<file path="config.mk">
export PLATFORM = sky130hd
export DESIGN_NAME = plti_div
export DESIGN_NICKNAME = d
export VERILOG_FILES = /design/src/rtl/plti_pkg.sv /design/src/rtl/plti_div.sv
export SDC_FILE = /design/constraint.sdc
export NUM_CORES = 1
export LEC_CHECK = 0
export BUFFER_PORTS_ARGS = -buffer_cell sky130_fd_sc_hd__clkbuf_2
export CAP_MARGIN = 20
export CORE_ASPECT_RATIO = 0.8
export CORE_UTILIZATION = 47
export CTS_CLUSTER_SIZE = 16
export DETAILED_ROUTE_END_ITERATION = 10
export MAX_ROUTING_LAYER = met4
export PLACE_DENSITY = 0.72
export REMOVE_ABC_BUFFERS = 1
export SLEW_MARGIN = 25
export SYNTH_ARGS = -nofsm -noshare
export SYNTH_HDL_FRONTEND = slang
export SYNTH_SLANG_ARGS = --single-unit
</file>
<file path="constraint.sdc">
create_clock -name clk_i -period 5.96 [get_ports clk_i]
set_clock_uncertainty 0.1 [all_clocks]
set_input_delay 0.298 -clock clk_i [delete_from_list [all_inputs] [get_ports clk_i]]
set_output_delay 0.298 -clock clk_i [all_outputs]
set_load 0.03 [all_outputs]
</file>
<file path="src/rtl/plti_pkg.sv">
// ----------------------------------------------------------------------------
// plti_pkg
// shared widths, codes and sequencer states of the table interpolator
// ----------------------------------------------------------------------------
package plti_pkg;

  localparam int unsigned MaxEntries = 256;
  localparam int unsigned IdxW       = $clog2(MaxEntries);
  localparam int unsigned CntW       = IdxW + 1;
  localparam int unsigned XW         = 17;
  localparam int unsigned YW         = 24;
  localparam int unsigned CfgW       = 9;
  localparam int unsigned InDataW    = 72;
  localparam int unsigned OutDataW   = 32;

  // serial divider: dividend is 2*|p| + den, divisor is 2*den
  localparam int unsigned DivW       = 44;
  localparam int unsigned DvsW       = 18;
  localparam int unsigned DivCntW    = $clog2(DivW + 1);

  localparam logic [XW-1:0] OneQ16   = 17'h10000;

  localparam logic CmdLoad  = 1'b0;
  localparam logic CmdQuery = 1'b1;

  localparam logic [1:0] StatOk      = 2'd0;
  localparam logic [1:0] StatClamp   = 2'd1;
  localparam logic [1:0] StatNoFound = 2'd2;
  localparam logic [1:0] StatNeg     = 2'd3;

  typedef enum logic [7:0] {
    S_IDLE  = 8'b0000_0001,
    S_FETCH = 8'b0000_0010,
    S_SCAN  = 8'b0000_0100,
    S_MUL   = 8'b0000_1000,
    S_DST   = 8'b0001_0000,
    S_DIV   = 8'b0010_0000,
    S_FIN   = 8'b0100_0000,
    S_OUT   = 8'b1000_0000
  } state_e;

endpackage

</file>
<file path="src/rtl/plti_div.sv">
// ----------------------------------------------------------------------------
// plti_div
// restoring unsigned divider, one quotient bit per cycle
// ----------------------------------------------------------------------------
module plti_div
  import plti_pkg::*;
(
  input  logic            clk_i,
  input  logic            rst_ni,
  input  logic            start_i,
  input  logic [DivW-1:0] dividend_i,
  input  logic [DvsW-1:0] divisor_i,
  output logic            done_o,
  output logic [DivW-1:0] quot_o
);

  logic               busy_q, busy_d;
  logic               done_q, done_d;
  logic [DivCntW-1:0] cnt_q, cnt_d;
  logic [DvsW-1:0]    rem_q, rem_d;
  logic [DvsW-1:0]    dvs_q, dvs_d;
  logic [DivW-1:0]    quo_q, quo_d;
  logic [DvsW:0]      rem_sh;
  logic [DvsW:0]      diff;
  logic               ge;

  // shift in the next dividend bit, subtract if it fits
  assign rem_sh = {rem_q, quo_q[DivW-1]};
  assign diff   = rem_sh - {1'b0, dvs_q};
  assign ge     = rem_sh >= {1'b0, dvs_q};

  always_comb begin
    busy_d = busy_q;
    done_d = 1'b0;
    cnt_d  = cnt_q;
    rem_d  = rem_q;
    dvs_d  = dvs_q;
    quo_d  = quo_q;
    if (start_i) begin
      busy_d = 1'b1;
      cnt_d  = DivCntW'(DivW);
      rem_d  = '0;
      dvs_d  = divisor_i;
      quo_d  = dividend_i;
    end else if (busy_q) begin
      rem_d = ge ? diff[DvsW-1:0] : rem_sh[DvsW-1:0];
      quo_d = {quo_q[DivW-2:0], ge};
      cnt_d = cnt_q - 1'b1;
      if (cnt_q == DivCntW'(1)) begin
        busy_d = 1'b0;
        done_d = 1'b1;
      end
    end
  end

  always_ff @(posedge clk_i or negedge rst_ni) begin
    if (!rst_ni) begin
      busy_q <= 1'b0;
      done_q <= 1'b0;
      cnt_q  <= '0;
    end else begin
      busy_q <= busy_d;
      done_q <= done_d;
      cnt_q  <= cnt_d;
    end
  end

  always_ff @(posedge clk_i) begin
    rem_q <= rem_d;
    dvs_q <= dvs_d;
    quo_q <= quo_d;
  end

  assign done_o = done_q;
  assign quot_o = quo_q;

endmodule

</file>
==> flow_metrics.tcl, run 1 <==
set metrics [dict create \
    outcome "finished with violations" \
    violations_in_the_final_reports "design-rule violations" \
    dieArea_mm2 0.01012 \
    antenna_found_initial 0 \
    post-route-drc-count 1 \
    worst_setup_path_end_kind "register" \
    post_synth_num_cell_types 53 \
    filler_cell_count 781 \
    area_growth_pct 20.21 \
    whs_ns 0.03669 \
    global_placer_s_final_weighted_congestion 0.8449 \
    first_global_vias 3139 \
    synth-seq-cells 88 \
    finalSetupViolCount 0 \
    drtAntennaViolNets 0 \
    rr_endpoint "rem_q[14]$_SDFFE_PP0P_" \
    global_route_wire_length_before_repair_um 14840 \
    clock.fmax_mhz 325.5 \
    cts.reportedPaths.clkPinSlew_ns 0.07 \
    synth_area_per_cell_um2 11.99 \
    tritoncts "done" \
    crit_family "compound AO/OA/AOI/OAI gates" \
    cts_buffers 9 \
    core_region_area_mm2 0.009231 \
    synthesis.yosys.warnings 0 \
    multi_input_comb_area_mm2 0.001973 \
    max-slew-margin-rel 0.5090 \
    dp.final_hpwl_um 6376 \
    critPathLaunchType "register" \
    rsz0062_at_grt "no" \
    yosys.area.top_type_share 0.4074 \
    final_layout_size_suffix_gt1_frac 0.3694 \
    worst_ep_arrival_time_ns 3.22 \
    worst_setup_path_startpoint "quot_o[43]$_DFFE_PP_" \
    setup.worst_path.end "rem_q[14]$_SDFFE_PP0P_" \
    timing.critical_path.slowest_stage_cell "sky130_fd_sc_hd__a221oi_1" \
    io_buffers 109 \
    insertion_delay_ns 0.33 \
    postSynth.topFlopCell "sky130_fd_sc_hd__edfxtp_1" \
    grt_util_all_layers 0.1905 \
    cts_max_level 3 \
    p_per_area_mw_per_mm2 416.6 \
    die_width_um 112.2 \
    wire_length_after_detailed_routing_um 9077 \
    ys_top_cells_by_count "sky130_fd_sc_hd__edfxtp_1 (62), sky130_fd_sc_hd__mux2_2 (43), sky130_fd_sc_hd__nor2_1 (30), sky130_fd_sc_hd__inv_1 (23), sky130_fd_sc_hd__nand2_1 (22)" \
    synth-seq-area-share 0.5301 \
    max_cap_violations 0 \
    num_clock_sinks 88 \
    final.period_utilization 0.5155 \
    power.ir.vdd_worst_mv 0.2455 \
    netlist.top_cell.by_area "sky130_fd_sc_hd__edfxtp_1" \
    grt_start_max_net_pins 66 \
    io_pins 110 \
    floorplan.rows 31 \
    critical_path_buf_inv_count 2 \
    cellLeakagePower_nw 2.432 \
    vias_per_cell 5.326 \
    ys_top_cells_by_area "sky130_fd_sc_hd__edfxtp_1 (41%), sky130_fd_sc_hd__mux2_2 (11%), sky130_fd_sc_hd__dfxtp_1 (7.9%)" \
    postCtsSetupRepairBufs 0 \
    ff2ff_path_depth 11 \
    synth_area_mm2 0.004569 \
    gate_count_of_the_mapped_netlist 381 \
    detail_route.first_pass.iterations 8 \
    timing_worst_slew_pin_value_ns 0.7366 \
    vert_die_dim_um 90.19 \
    first_iter_violations 135 \
    num_antenna_cells 0 \
    critPathMaxFanout 4 \
    routed-via-count 3222 \
    criticalPathCategory "reg -> reg" \
    drt-wirelength-per-cell_um 15.00 \
    required_ns 6.11 \
    regToRegSetupSlack_ns 2.89 \
    final-seq-area_mm2 0.002422 \
    nNetsFinal 571 \
    setup_tns_ns 0 \
    ys_async_sr_fraction 0.09091 \
    timing_hold_violations_final 0 \
    global_route_overflow 0 \
    cts.root.buffer_cell "sky130_fd_sc_hd__clkbuf_16" \
    worstHoldPathType "in -> reg" \
    total_number_of_cells_along_the_worst_setup_path 11 \
    clockBufferDepth 2 \
    slew_viol_final 0 \
    synth-edff-count 62 \
    yosys.cell_count.top_type "sky130_fd_sc_hd__edfxtp_1" \
    floorplan.initialDensity 0.4950 \
    non_filler_cell_area_final_mm2 0.005493 \
    timing.final.crit_period_ns 3.073 \
    report.power.total_mw 2.288 \
    worstPathCellList "inv_1 -> ha_1 -> inv_1 -> fa_1 -> a211oi_1 -> o21ai_0 -> a221oi_1 -> o221ai_1 -> xor2_1 -> o21ai_0 -> a311oi_1" \
    detailed_place.area_mm2 0.005196 \
    r2r-start "quot_o[43]$_DFFE_PP_" \
    cp_slowest_stage_delay_ns 0.52 \
]
==> how the worst min path moves through the flow <==
| stage | end | slack [ns] | startpoint | cells past startpoint |
|---|---|---|---|---|
| floorplan | busy_q$_DFF_PN0_ | -0.1 | rst_ni | 0 |
| global route | dvs_q[13]$_DFFE_PP_ | 0.03 | divisor_i[13] | 1 |
| global placement | busy_q$_DFF_PN0_ | 0.05 | rst_ni | 1 |
| finish | dvs_q[14]$_DFFE_PP_ | 0.04 | divisor_i[14] | 1 |
| CTS | dvs_q[14]$_DFFE_PP_ | 0.03 | divisor_i[14] | 1 |
| detailed placement | done_o$_DFF_PN0_ | 0.06 | rst_ni | 1 |
==> layout make-up <==
cell class | count | area share
multi-input cells | 250 | 0.3592
clock inverters | 3 | 0.004556
repair buffers | 113 | 0.1057
clock buffers | 13 | 0.04761
inverters | 23 | 0.01572
well taps | 115 | 0.02620
flip-flops and latches | 88 | 0.4410
==> placed cells by master, fill, tap and decap left out, types with 15 or more instances in the layout <==
master,instances
sky130_fd_sc_hd__inv_1,23
sky130_fd_sc_hd__edfxtp_1,62
sky130_fd_sc_hd__nor2_1,30
sky130_fd_sc_hd__clkbuf_2,108
sky130_fd_sc_hd__dfxtp_1,18
sky130_fd_sc_hd__a211oi_1,15
sky130_fd_sc_hd__a21oi_1,18
sky130_fd_sc_hd__ha_1,20
sky130_fd_sc_hd__mux2_2,43
sky130_fd_sc_hd__nand2_1,22
==> report_power, final <==
group,total [mW],switching (mW),internal [mW]
Clock,0.540,0.230,0.311
Sequential,0.852,0.0798,0.772
Combinational,0.896,0.512,0.383
==> flip-flops by register name, summed over array words and instances, names as in the netlist <==
| signal | cells |
|---|---|
| dvs_q | 18 |
| cnt_q | 6 |
| quot_o | 44 |
| busy_q | 1 |
| done_o | 1 |
| rem_q | 18 |
==> repair_timing <==
| item | in CTS | in global routing |
|---|---|---|
| hold endpoints to repair | 8 | 0 |
| resized for setup | 0 | 0 |
| hold buffers | 1 | 0 |
==> cell families after synthesis <==
family | Yosys count | synth area share
buffers and inverters | 43 | 0.03916
adder cells (fa/ha/maj) | 21 | 0.05915
AND/OR/NAND/NOR | 82 | 0.08434
XOR/XNOR | 19 | 0.03642
multiplexers | 57 | 0.1366
flip-flops | 88 | 0.5301
AO/OA/AOI/OAI | 71 | 0.1142
==> per-stage QoR <==
step	setup WS (ns)	util	std cells
after floorplan	3.160	-	361
after global placement	2.916	0.5623	588
after detailed placement	2.911	0.5629	588
after CTS	2.881	0.5950	605
after global routing	2.758	0.5950	605
final	2.887	0.5950	605
==> metal layers <==
metal	vias up	part of all wire	track usage
met5	-	0	-
met4	0	0.0063	0.05000
met3	5	0.068	0.06811
met2	88	0.43	0.2733
met1	1521	0.49	0.2555
li1	1608	-	-
Note: power is estimated with default switching activity, not from simulation.
==> inputs of run 2 (changes only) <==
Settings changed: ABC_AREA from default to 1.
Clock period 5.96 ns to 3.1 ns, I/O delays scaled along.
==> run 2 against run 1 <==
Effect of this change:
- the flow now finishes without violations
- critical path depth is 1 lower
- first-iteration DRC count increased by 110%
- synthesized area is 7.4% higher
- synthesized cell count increased by 61%
- clock power grew 110%
- critical path type unchanged
- critical endpoint is now rem_q[7]$_SDFFE_PP0P_
==> flow_metrics.tcl, run 2 <==
set metrics [dict create \
    synth_area_per_cell_um2 8.005 \
    antenna_found_initial 0 \
    p_per_area_mw_per_mm2 733.0 \
    rsz0062_at_grt "no" \
    cp_slowest_stage_delay_ns 0.47 \
    core_region_area_mm2 0.009889 \
    postCtsSetupRepairBufs 0 \
    layout.cells.most_common "sky130_fd_sc_hd__nand2_1" \
    report.power.total_mw 4.748 \
    worstHoldPathType "in -> reg" \
    met3_wire_len_um 1146 \
    min_to "quot_o[38]$_DFFE_PP_" \
    global_route_overflow 0 \
    floorplan.rows 32 \
    detail_route.wirelength.met1_um 5553 \
    vert_die_dim_um 93.40 \
    insertion_delay_ns 0.35 \
    top_layer "met4" \
    cts.reportedPaths.clkPinSlew_ns 0.07 \
    drtAntennaViolNets 0 \
    io_pins 110 \
    grt_util_all_layers 0.2655 \
    vias_per_cell 4.998 \
    io_buffers 109 \
    synth-seq-area-share 0.4936 \
    clock.fmax_mhz 413.4 \
    dp.final_hpwl_um 8251 \
    dieArea_mm2 0.01086 \
    outcome "finished, final reports clean" \
    area_growth_pct 32.00 \
    ys_async_sr_fraction 0.09091 \
    yosys.cell_count.top_type "sky130_fd_sc_hd__nand2_1" \
    yosys.area.top_type_share 0.3794 \
    detail_route.first_pass.iterations 5 \
    timing.critical_path.slowest_stage_cell "sky130_fd_sc_hd__nor2_2" \
    synthesis.yosys.warnings 0 \
    timing_worst_slew_pin_value_ns 0.5461 \
    regToRegSetupSlack_ns 0.68 \
    r2r-start "dvs_q[16]$_DFFE_PP_" \
    setup_tns_ns 0 \
    final-seq-area_mm2 0.002422 \
    postLayoutCoreUtil 0.6550 \
    criticalPathCategory "reg -> reg" \
    worst_ep_arrival_time_ns 2.59 \
    dpl.cell_count 846 \
    critPathMaxFanout 17 \
    cellLeakagePower_nw 3.353 \
    synth_area_mm2 0.004907 \
    wire_length_after_detailed_routing_um 13070 \
    synth-edff-count 62 \
    timing_hold_violations_final 0 \
    first_global_vias 4584 \
    grt_start_max_net_pins 52 \
    ys_top_cells_by_area "sky130_fd_sc_hd__edfxtp_1 (38%), sky130_fd_sc_hd__nand2_1 (20%), sky130_fd_sc_hd__dfxtp_1 (7.3%)" \
    final_cell_mix "sky130_fd_sc_hd__nand2_1 (262), sky130_fd_sc_hd__clkbuf_2 (109), sky130_fd_sc_hd__inv_1 (78), sky130_fd_sc_hd__edfxtp_1 (62), sky130_fd_sc_hd__dlygate4sd3_1 (61)" \
    rr_endpoint "rem_q[7]$_SDFFE_PP0P_" \
    worstHoldPathCells 3 \
    post-route-drc-count 0 \
    met2_length_um 6138 \
    cts.root.buffer_cell "sky130_fd_sc_hd__clkbuf_16" \
    clockBufferDepth 2 \
    num_clock_sinks 88 \
    ff2ff_path_depth 10 \
    slew_viol_final 0 \
    filler_cell_count 832 \
    postSynth.topFlopCell "sky130_fd_sc_hd__edfxtp_1" \
    synth-seq-cells 88 \
    max-slew-margin-rel 0.6359 \
    critPathLaunchType "register" \
    worst_setup_path_end_kind "register" \
    tritoncts "done" \
    drt-wirelength-per-cell_um 14.16 \
    floorplan.initialDensity 0.4962 \
    gate_count_of_the_mapped_netlist 613 \
    whs_ns 0.04537 \
    largest_register_ff_count 44 \
    routed-via-count 4613 \
    ys_top_cells_by_count "sky130_fd_sc_hd__nand2_1 (262), sky130_fd_sc_hd__inv_1 (79), sky130_fd_sc_hd__edfxtp_1 (62), sky130_fd_sc_hd__nand3_1 (37), sky130_fd_sc_hd__nor2_1 (29)" \
    hold_path.startpoint "dividend_i[38]" \
    finalSetupViolCount 0 \
    first_iter_violations 287 \
    required_ns 3.27 \
    final.period_utilization 0.7802 \
    final_layout_size_suffix_gt1_frac 0.1957 \
    timing.final.crit_period_ns 2.419 \
    cts_buffers 9 \
    die_width_um 116.2 \
    nNetsFinal 868 \
    worstPathCellList "inv_1 -> ha_1 -> a21oi_1 -> o21ai_0 -> nor2_2 -> buf_4 -> nand2_8 -> nand2_1 -> nand3_1 -> o21ai_1" \
    cts_max_level 3 \
    netlist.top_cell.by_area "sky130_fd_sc_hd__edfxtp_1" \
    multi_input_comb_area_mm2 0.002076 \
    finalNonFillerCells 923 \
    num_antenna_cells 0 \
    max_cap_violations 0 \
    post_synth_num_cell_types 38 \
    power.ir.vdd_worst_mv 0.4286 \
    global_route_wire_length_before_repair_um 21280 \
    global_placer_s_final_weighted_congestion 0.9026 \
]
-- run 2: where the power goes --
| part | total, mW | switching (mW) | leakage, nW | internal, mW |
|---|---|---|---|---|
| Combinational | 2.05 | 1.27 | 2.31 | 0.777 |
| Sequential | 1.59 | 0.122 | 0.899 | 1.47 |
| Clock | 1.11 | 0.484 | 0.145 | 0.626 |
| Total | 4.75 | 1.88 | 3.35 | 2.87 |
-- run 2: cell type report --
class / instances / area share
inverter: 81 / 0.04694
multi-input combinational: 425 / 0.3205
tap: 136 / 0.02627
clock inverter: 7 / 0.01101
sequential: 88 / 0.3740
timing repair buffer: 177 / 0.1866
clock buffer: 9 / 0.03477
-- run 2: through the flow --
step                cell area, µm²  setup slack (ns)
global route                  6477            0.4916
detailed placement            5570            0.7161
floorplan                     4802            0.8251
finish                        6477            0.6812
CTS                           6477            0.7009
global placement              5570            0.8041
-- run 2: kinds of logic after synthesis --
logic type | after synthesis | synth area share
adders and majority gates | 21 | 0.05507
and+or+nand+nor | 366 | 0.3197
AOI/OAI and AO/OA | 31 | 0.03570
xor gates and xnor gates | 7 | 0.01249
DFF | 88 | 0.4936
buffers and inverters | 100 | 0.08337
-- run 2: layer usage --
metal | vias up | GRT usage
met5 | - | -
met3 | 30 | 0.06546
li1 | 2275 | -
met4 | 0 | 0.09509
met1 | 2104 | 0.3225
met2 | 204 | 0.4295
-- run 2: worst max-delay path by stage --
stage          slack, ns                 start                      to
3_3_place_gp        0.80   dvs_q[16]$_DFFE_PP_  rem_q[10]$_SDFFE_PP0P_
5_1_grt             0.49   dvs_q[16]$_DFFE_PP_   rem_q[2]$_SDFFE_PP0P_
6_report            0.68   dvs_q[16]$_DFFE_PP_   rem_q[7]$_SDFFE_PP0P_
2_1_floorplan       0.83  quot_o[43]$_DFFE_PP_   rem_q[8]$_SDFFE_PP0P_
4_1_cts             0.70   dvs_q[16]$_DFFE_PP_   rem_q[2]$_SDFFE_PP0P_
3_5_place_dp        0.72   dvs_q[16]$_DFFE_PP_   rem_q[2]$_SDFFE_PP0P_
-- run 2: worst max-delay path, delay by kind of cell, from the launching register on --
family,cells,cell delay (ns)
simple gates,4,0.76
flops,1,0.32
compound gates,3,0.46
fa+ha+maj,1,0.33
buf+inv,2,0.36
-- run 2: timing repair --
action                    in CTS  in global routing
hold endpoints to repair      68                  0
hold buffers                  61                  0
resized for setup              0                  0
